File: config.mk
export PLATFORM = sky130hd
export DESIGN_NAME = nrp_ctrl
export DESIGN_NICKNAME = d
export VERILOG_FILES = /design/src/nrp_pkg.sv /design/src/nrp_ctrl.sv
export SDC_FILE = /design/constraint.sdc
export NUM_CORES = 1
export LEC_CHECK = 0
export BUFFER_PORTS_ARGS = -buffer_cell sky130_fd_sc_hd__buf_2
export CELL_PAD_IN_SITES_DETAIL_PLACEMENT = 1
export CELL_PAD_IN_SITES_GLOBAL_PLACEMENT = 2
export CORE_MARGIN = 1.5
export CORE_UTILIZATION = 35
export CTS_BUF_LIST = sky130_fd_sc_hd__clkbuf_4
export DETAILED_ROUTE_END_ITERATION = 6
export PLACE_DENSITY = 0.82
export SLEW_MARGIN = 20
export SYNTH_ARGS = -nofsm -noshare
export SYNTH_HDL_FRONTEND = slang
export SYNTH_SLANG_ARGS = --single-unit
File: constraint.sdc
create_clock -name clk -period 2 [get_ports clk]
set_input_delay 0.1 -clock clk [delete_from_list [all_inputs] [get_ports clk]]
set_output_delay 0.1 -clock clk [all_outputs]
set_load 0.01 [all_outputs]
File: src/nrp_pkg.sv
// nrp_pkg: shared types, register indexes and datapath command codes
// for the nearest record picker. No dependencies.
package nrp_pkg;

	localparam int INDEX_WIDTH = 20;
	localparam int CFG_IDX_W   = 3;
	localparam int OP_W        = 4;

	localparam logic [1:0] FUNC_POINT  = 2'd0;
	localparam logic [1:0] FUNC_CANDLE = 2'd1;
	localparam logic [1:0] FUNC_RECT   = 2'd2;
	localparam logic [1:0] FUNC_NONE   = 2'd3;

	localparam logic [CFG_IDX_W-1:0] CFG_CURSOR_X = 3'd0;
	localparam logic [CFG_IDX_W-1:0] CFG_CURSOR_Y = 3'd1;
	localparam logic [CFG_IDX_W-1:0] CFG_SCALE_X  = 3'd2;
	localparam logic [CFG_IDX_W-1:0] CFG_SCALE_Y  = 3'd3;
	localparam logic [CFG_IDX_W-1:0] CFG_MAX_DIST = 3'd4;

	localparam logic [31:0] SCALE_RESET = 32'd65536;
	localparam logic [31:0] MAXD_RESET  = 32'd655360;

	localparam logic [OP_W-1:0] OP_NONE  = 4'd0;
	localparam logic [OP_W-1:0] OP_LOAD  = 4'd1;
	localparam logic [OP_W-1:0] OP_DELTA = 4'd2;
	localparam logic [OP_W-1:0] OP_MX    = 4'd3;
	localparam logic [OP_W-1:0] OP_MY    = 4'd4;
	localparam logic [OP_W-1:0] OP_SQX   = 4'd5;
	localparam logic [OP_W-1:0] OP_SQY   = 4'd6;
	localparam logic [OP_W-1:0] OP_MD    = 4'd7;
	localparam logic [OP_W-1:0] OP_CMP   = 4'd8;
	localparam logic [OP_W-1:0] OP_SQI   = 4'd9;
	localparam logic [OP_W-1:0] OP_SQS   = 4'd10;
	localparam logic [OP_W-1:0] OP_EMIT  = 4'd11;

	typedef struct packed {
		logic [1:0]             func;
		logic [31:0]            item_id;
		logic [INDEX_WIDTH-1:0] record_index;
		logic signed [31:0]     v0;
		logic signed [31:0]     v1;
		logic signed [31:0]     v2;
		logic signed [31:0]     v3;
		logic signed [31:0]     v4;
		logic signed [31:0]     v5;
		logic                   last;
	} rec_t;

	typedef struct packed {
		logic                   hit;
		logic [31:0]            best_item;
		logic [INDEX_WIDTH-1:0] best_index;
		logic signed [31:0]     data_x;
		logic signed [31:0]     data_y;
		logic [31:0]            distance;
	} res_t;

	typedef struct packed {
		logic [OP_W-1:0] op;
	} dp_cmd_t;

	typedef struct packed {
		logic last_rec;
	} dp_sts_t;

endpackage

File: src/nrp_ctrl.sv
// nrp_ctrl: sequencer for the picker datapath and the result valid flag.
// Depends on nrp_pkg.
module nrp_ctrl (
	input  logic             clk,
	input  logic             arst_n,
	input  logic             in_valid,
	output logic             in_stall,
	output logic             out_valid,
	input  logic             out_stall,
	input  nrp_pkg::dp_sts_t sts,
	output nrp_pkg::dp_cmd_t cmd
);

	localparam logic [3:0] ST_IDLE  = 4'd0;
	localparam logic [3:0] ST_DELTA = 4'd1;
	localparam logic [3:0] ST_MX    = 4'd2;
	localparam logic [3:0] ST_MY    = 4'd3;
	localparam logic [3:0] ST_SQX   = 4'd4;
	localparam logic [3:0] ST_SQY   = 4'd5;
	localparam logic [3:0] ST_MD    = 4'd6;
	localparam logic [3:0] ST_CMP   = 4'd7;
	localparam logic [3:0] ST_SQI   = 4'd8;
	localparam logic [3:0] ST_SQS   = 4'd9;
	localparam logic [3:0] ST_EMIT  = 4'd10;

	logic [3:0] state_q, state_d;
	logic [4:0] cnt_q;
	logic out_valid_q, emit;

	assign emit = (state_q == ST_EMIT) && (!out_valid_q || !out_stall);

	always_comb begin
		state_d = state_q;
		cmd.op  = nrp_pkg::OP_NONE;
		case (state_q)
			ST_IDLE: begin
				if (in_valid) begin
					cmd.op  = nrp_pkg::OP_LOAD;
					state_d = ST_DELTA;
				end
			end
			ST_DELTA: begin cmd.op = nrp_pkg::OP_DELTA; state_d = ST_MX;  end
			ST_MX:    begin cmd.op = nrp_pkg::OP_MX;    state_d = ST_MY;  end
			ST_MY:    begin cmd.op = nrp_pkg::OP_MY;    state_d = ST_SQX; end
			ST_SQX:   begin cmd.op = nrp_pkg::OP_SQX;   state_d = ST_SQY; end
			ST_SQY:   begin cmd.op = nrp_pkg::OP_SQY;   state_d = ST_MD;  end
			ST_MD:    begin cmd.op = nrp_pkg::OP_MD;    state_d = ST_CMP; end
			ST_CMP: begin
				cmd.op  = nrp_pkg::OP_CMP;
				state_d = sts.last_rec ? ST_SQI : ST_IDLE;
			end
			ST_SQI: begin cmd.op = nrp_pkg::OP_SQI; state_d = ST_SQS; end
			ST_SQS: begin
				cmd.op = nrp_pkg::OP_SQS;
				if (cnt_q == 5'd31)
					state_d = ST_EMIT;
			end
			ST_EMIT: begin
				if (emit) begin
					cmd.op  = nrp_pkg::OP_EMIT;
					state_d = ST_IDLE;
				end
			end
			default: state_d = ST_IDLE;
		endcase
	end

	always_ff @(posedge clk or negedge arst_n) begin
		if (!arst_n) begin
			state_q     <= ST_IDLE;
			cnt_q       <= '0;
			out_valid_q <= 1'b0;
		end else begin
			state_q <= state_d;
			if (state_q == ST_SQS)
				cnt_q <= cnt_q + 5'd1;
			else
				cnt_q <= '0;
			if (emit)
				out_valid_q <= 1'b1;
			else if (!out_stall)
				out_valid_q <= 1'b0;
		end
	end

	assign in_stall  = (state_q != ST_IDLE);
	assign out_valid = out_valid_q;

endmodule

==> metrics.txt <==
# TYPE chip_impl_metric gauge
chip_impl_info{name="outcome",value="finished, final reports clean"} 1
chip_impl_metric{name="critical_path_buf_inv_count",unit=""} 1
chip_impl_metric{name="maxClockFrequency",unit="GHz"} 0.659
chip_impl_metric{name="final-max-slew-violation-count",unit=""} 0
chip_impl_metric{name="start_util",unit="%"} 39.2
chip_impl_metric{name="cts.sinks",unit=""} 10
chip_impl_metric{name="antenna_found_initial",unit=""} 0
chip_impl_metric{name="grt_pass1_vias",unit=""} 440
chip_impl_metric{name="holdWs",unit="ps"} 71.3
chip_impl_metric{name="gp_congestion",unit=""} 0.680
chip_impl_metric{name="worst-endpoint-arrival",unit="ps"} 1420
chip_impl_info{name="critical_path.startpoint_type",value="flop"} 1
chip_impl_metric{name="globalRouteTotalUtil",unit="%"} 15.3
chip_impl_metric{name="synth.top_cell.area_share",unit="%"} 46.7
chip_impl_metric{name="synth_async_sr_flop_share",unit="%"} 100
chip_impl_metric{name="mappedNetlistArea",unit="µm²"} 536
chip_impl_metric{name="ys_warn_count",unit=""} 0
chip_impl_metric{name="initialDrtViolationCount",unit=""} 5
chip_impl_metric{name="area_delta_synth_final",unit="%"} 15.7
chip_impl_metric{name="multiInputGateArea",unit="µm²"} 253
chip_impl_metric{name="peakVddDrop",unit="mV"} 0.582
chip_impl_info{name="ctsRootBufferMaster",value="clkbuf_4"} 1
chip_impl_metric{name="synth_xor_area_share",unit="%"} 4.91
chip_impl_metric{name="fillcell_total",unit=""} 165
chip_impl_metric{name="routedWlPerCell",unit="µm"} 13.2
chip_impl_metric{name="detailed_place_hpwl",unit="µm"} 789
chip_impl_info{name="synthMostInstantiatedCell",value="dfrtp_1"} 1
chip_impl_info{name="synth_top_cells_by_area",value="dfrtp_1 (47%), ha_1 (4.7%), nand2_1 (4.2%), o21ai_0 (3.7%), and3_1 (3.5%)"} 1
chip_impl_info{name="timing.critical_path.to_type",value="primary output"} 1
chip_impl_metric{name="drt_wirelength",unit="mm"} 1.11
chip_impl_metric{name="clock_skew",unit="ps"} 3.02
chip_impl_metric{name="p_leak",unit="nW"} 0.320
chip_impl_info{name="netlist_top_cells_count",value="dfrtp_1 (10), nand2_1 (6), nor2_1 (5)"} 1
chip_impl_metric{name="crit_path_max_fanout",unit=""} 9
chip_impl_info{name="tritoncts",value="yes"} 1
chip_impl_metric{name="post_route_cells_drive_above_1_share",unit="%"} 18.8
chip_impl_info{name="combinational_family_with_the_most_area_after_synthesis",value="simple AND/OR/NAND/NOR gates"} 1
chip_impl_metric{name="vias",unit=""} 429
chip_impl_metric{name="grt_overflow",unit=""} 0
chip_impl_metric{name="io_pins",unit=""} 11
chip_impl_metric{name="post-route-period-util",unit="%"} 75.9
chip_impl_metric{name="clk_transition_reported_paths",unit="ps"} 70
chip_impl_metric{name="coreArea",unit="µm²"} 1370
chip_impl_metric{name="post_cts_resized",unit=""} 0
chip_impl_metric{name="die_width",unit="µm"} 42.1
chip_impl_metric{name="worst_pin_slew",unit="ps"} 335
chip_impl_metric{name="synth_seq_area_share",unit="%"} 46.7
chip_impl_metric{name="clock_latency",unit="ps"} 260
chip_impl_metric{name="setup_ws",unit="ps"} 481
chip_impl_info{name="synth_top_flop_cell",value="dfrtp_1"} 1
chip_impl_metric{name="postSynthCellCount",unit=""} 57
chip_impl_metric{name="rows",unit=""} 13
chip_impl_metric{name="max_cap_violations",unit=""} 0
chip_impl_metric{name="grt_start_max_net_pins",unit=""} 14
chip_impl_info{name="post-synth-top-area-cell",value="dfrtp_1"} 1
chip_impl_metric{name="synthDistinctLibCells",unit=""} 25
chip_impl_metric{name="place.port_buffers",unit=""} 10
chip_impl_metric{name="area.sequential",unit="µm²"} 250
chip_impl_metric{name="postSynthAreaPerCell",unit="µm²"} 9.39
chip_impl_info{name="hp-class",value="primary input to flop"} 1
chip_impl_metric{name="worst_ep_required_time",unit="ps"} 1900
chip_impl_metric{name="finalSetupViolations",unit=""} 0
chip_impl_metric{name="synth_fp_nets",unit=""} 64
chip_impl_metric{name="pwr_per_cell_area",unit="nW/µm²"} 1280
chip_impl_metric{name="post_synth_fa_ha_maj_area_fraction",unit="%"} 4.67
chip_impl_metric{name="post_cts_buffers",unit=""} 0
chip_impl_info{name="critical_path.cell_chain",value="or4_1, buf_2"} 1
chip_impl_metric{name="crit_path_max_incr_delay",unit="ps"} 530
chip_impl_metric{name="yosys-mux-area-fraction",unit="%"} 0
chip_impl_metric{name="drc_errors",unit=""} 0
chip_impl_metric{name="route.antenna.remaining_nets",unit=""} 0
chip_impl_metric{name="fin_nets",unit=""} 77
chip_impl_metric{name="synth-compound-area-share",unit="%"} 15.4
chip_impl_metric{name="cts_max_level",unit=""} 1
chip_impl_metric{name="cts_hold_buf",unit=""} 1
chip_impl_metric{name="die_h",unit="µm"} 42.1
chip_impl_metric{name="synth_edf_count",unit=""} 0
chip_impl_metric{name="area_of_the_die",unit="µm²"} 1770
chip_impl_metric{name="setup_tns",unit="ps"} 0
chip_impl_metric{name="period_minus_slack",unit="ps"} 1520
chip_impl_info{name="rsz_0062_raised_after_global_routing",value="no"} 1
chip_impl_metric{name="detail_route.first_pass.iterations",unit=""} 2
chip_impl_info{name="timing.setup.critical_path_class",value="flop to primary output"} 1
chip_impl_info{name="cp_top_family",value="simple AND/OR/NAND/NOR gates"} 1
chip_impl_metric{name="yosys_register_bits",unit=""} 10
chip_impl_metric{name="report.power.total",unit="mW"} 0.794
chip_impl_metric{name="dpl_worst_slack",unit="ps"} 526
chip_impl_metric{name="utilization",unit="%"} 45.3
chip_impl_metric{name="final-hold-violation-count",unit=""} 0
chip_impl_metric{name="synth_simple_gate_area_share",unit="%"} 22.2
chip_impl_metric{name="diodes_inserted",unit=""} 0
chip_impl_metric{name="max_slew_margin",unit="%"} 77.5
chip_impl_info{name="crit_path_top_delay_cell",value="or4_1"} 1
chip_impl_metric{name="tritoncts.num_buffers",unit=""} 3
chip_impl_metric{name="vias_per_cell",unit=""} 5.11
chip_impl_metric{name="cts_buffer_depth",unit=""} 2
chip_impl_metric{name="global_route_wire_length_before_repair",unit="mm"} 2.10
-- metrics by stage --
| step | std cells | area [µm²] |
|---|---|---|
| floorplan | 57 | 536 |
| global placement | 79 | 583 |
| detailed placement | 79 | 583 |
| CTS | 84 | 619 |
| global route | 84 | 619 |
| finish | 84 | 619 |
-- cells by family (layout without fill, tap and decap cells) --
kind of cell,count (synthesis),after routing
adders and majority gates,2,2
AOI/OAI and AO/OA,13,13
and+or+nand+nor,23,23
xor gates and xnor gates,3,3
DFF,10,10
buffers and inverters,6,18
-- routing by layer --
| layer | up-vias | GRT usage (%) | routed length (µm) |
|---|---|---|---|
| met4 | 0 | 3.75 | 11 |
| met2 | 6 | 20.0 | 460 |
| met5 | - | 0 | 0 |
| met3 | 2 | 5.17 | 26 |
| li1 | 219 | - | - |
| met1 | 202 | 23.7 | 612 |
-- cell type report --
class | instances | area share, %
flip-flops and latches | 10 | 40.4
clock buffers | 3 | 3.64
clock inverters | 1 | 0.606
well taps | 15 | 3.03
repair buffers | 11 | 9.70
inverters | 3 | 1.82
multi-input cells | 41 | 40.8
-- path summary, 6_finish.rpt --
path / start / slack [ps] / cells past startpoint / end
worst max-delay path: state_q[1] / 480 / 2 / in_stall
worst min-delay path: sts / 70 / 3 / state_q[3]
worst max register to register: cnt_q[0] / 520 / 6 / state_q[1]
worst min register to register: cnt_q[0] / 470 / 1 / cnt_q[0]
max in group asynchronous: arst_n / 1580 / 2 / cnt_q[4]
min in group asynchronous: arst_n / 230 / 2 / state_q[3]
-- worst register-to-register path: stages, from the launching register on --
cell	delay, ps
dfrtp_1	400
ha_1	230
and3_1	190
ha_1	170
inv_1	60
o21ai_0	70
a22o_1	250
-- power by group --
| group | switching [mW] | leakage (nW) | total (mW) | internal, mW |
|---|---|---|---|---|
| Combinational | 0.166 | 0.171 | 0.314 | 0.148 |
| Sequential | 0.0919 | 0.134 | 0.335 | 0.243 |
| Clock | 0.0733 | 0.0154 | 0.145 | 0.0719 |
| Total | 0.331 | 0.320 | 0.794 | 0.463 |
-- state kept, by name, indices dropped and copies added (netlist names) --
register / cells
state_q: 4
out_valid: 1
cnt_q: 5
-- cell usage in the layout (no fill, tap or decap), types with 3 or more instances in the layout --
cell,Yosys,routed
inv_1,3,3
nand2_1,6,6
and3_1,3,3
nor2_1,5,5
o21ai_0,4,4
clkbuf_4,0,3
buf_2,2,10
dfrtp_1,10,10
a21oi_1,3,3
Note: power is estimated with default switching activity, not from simulation.
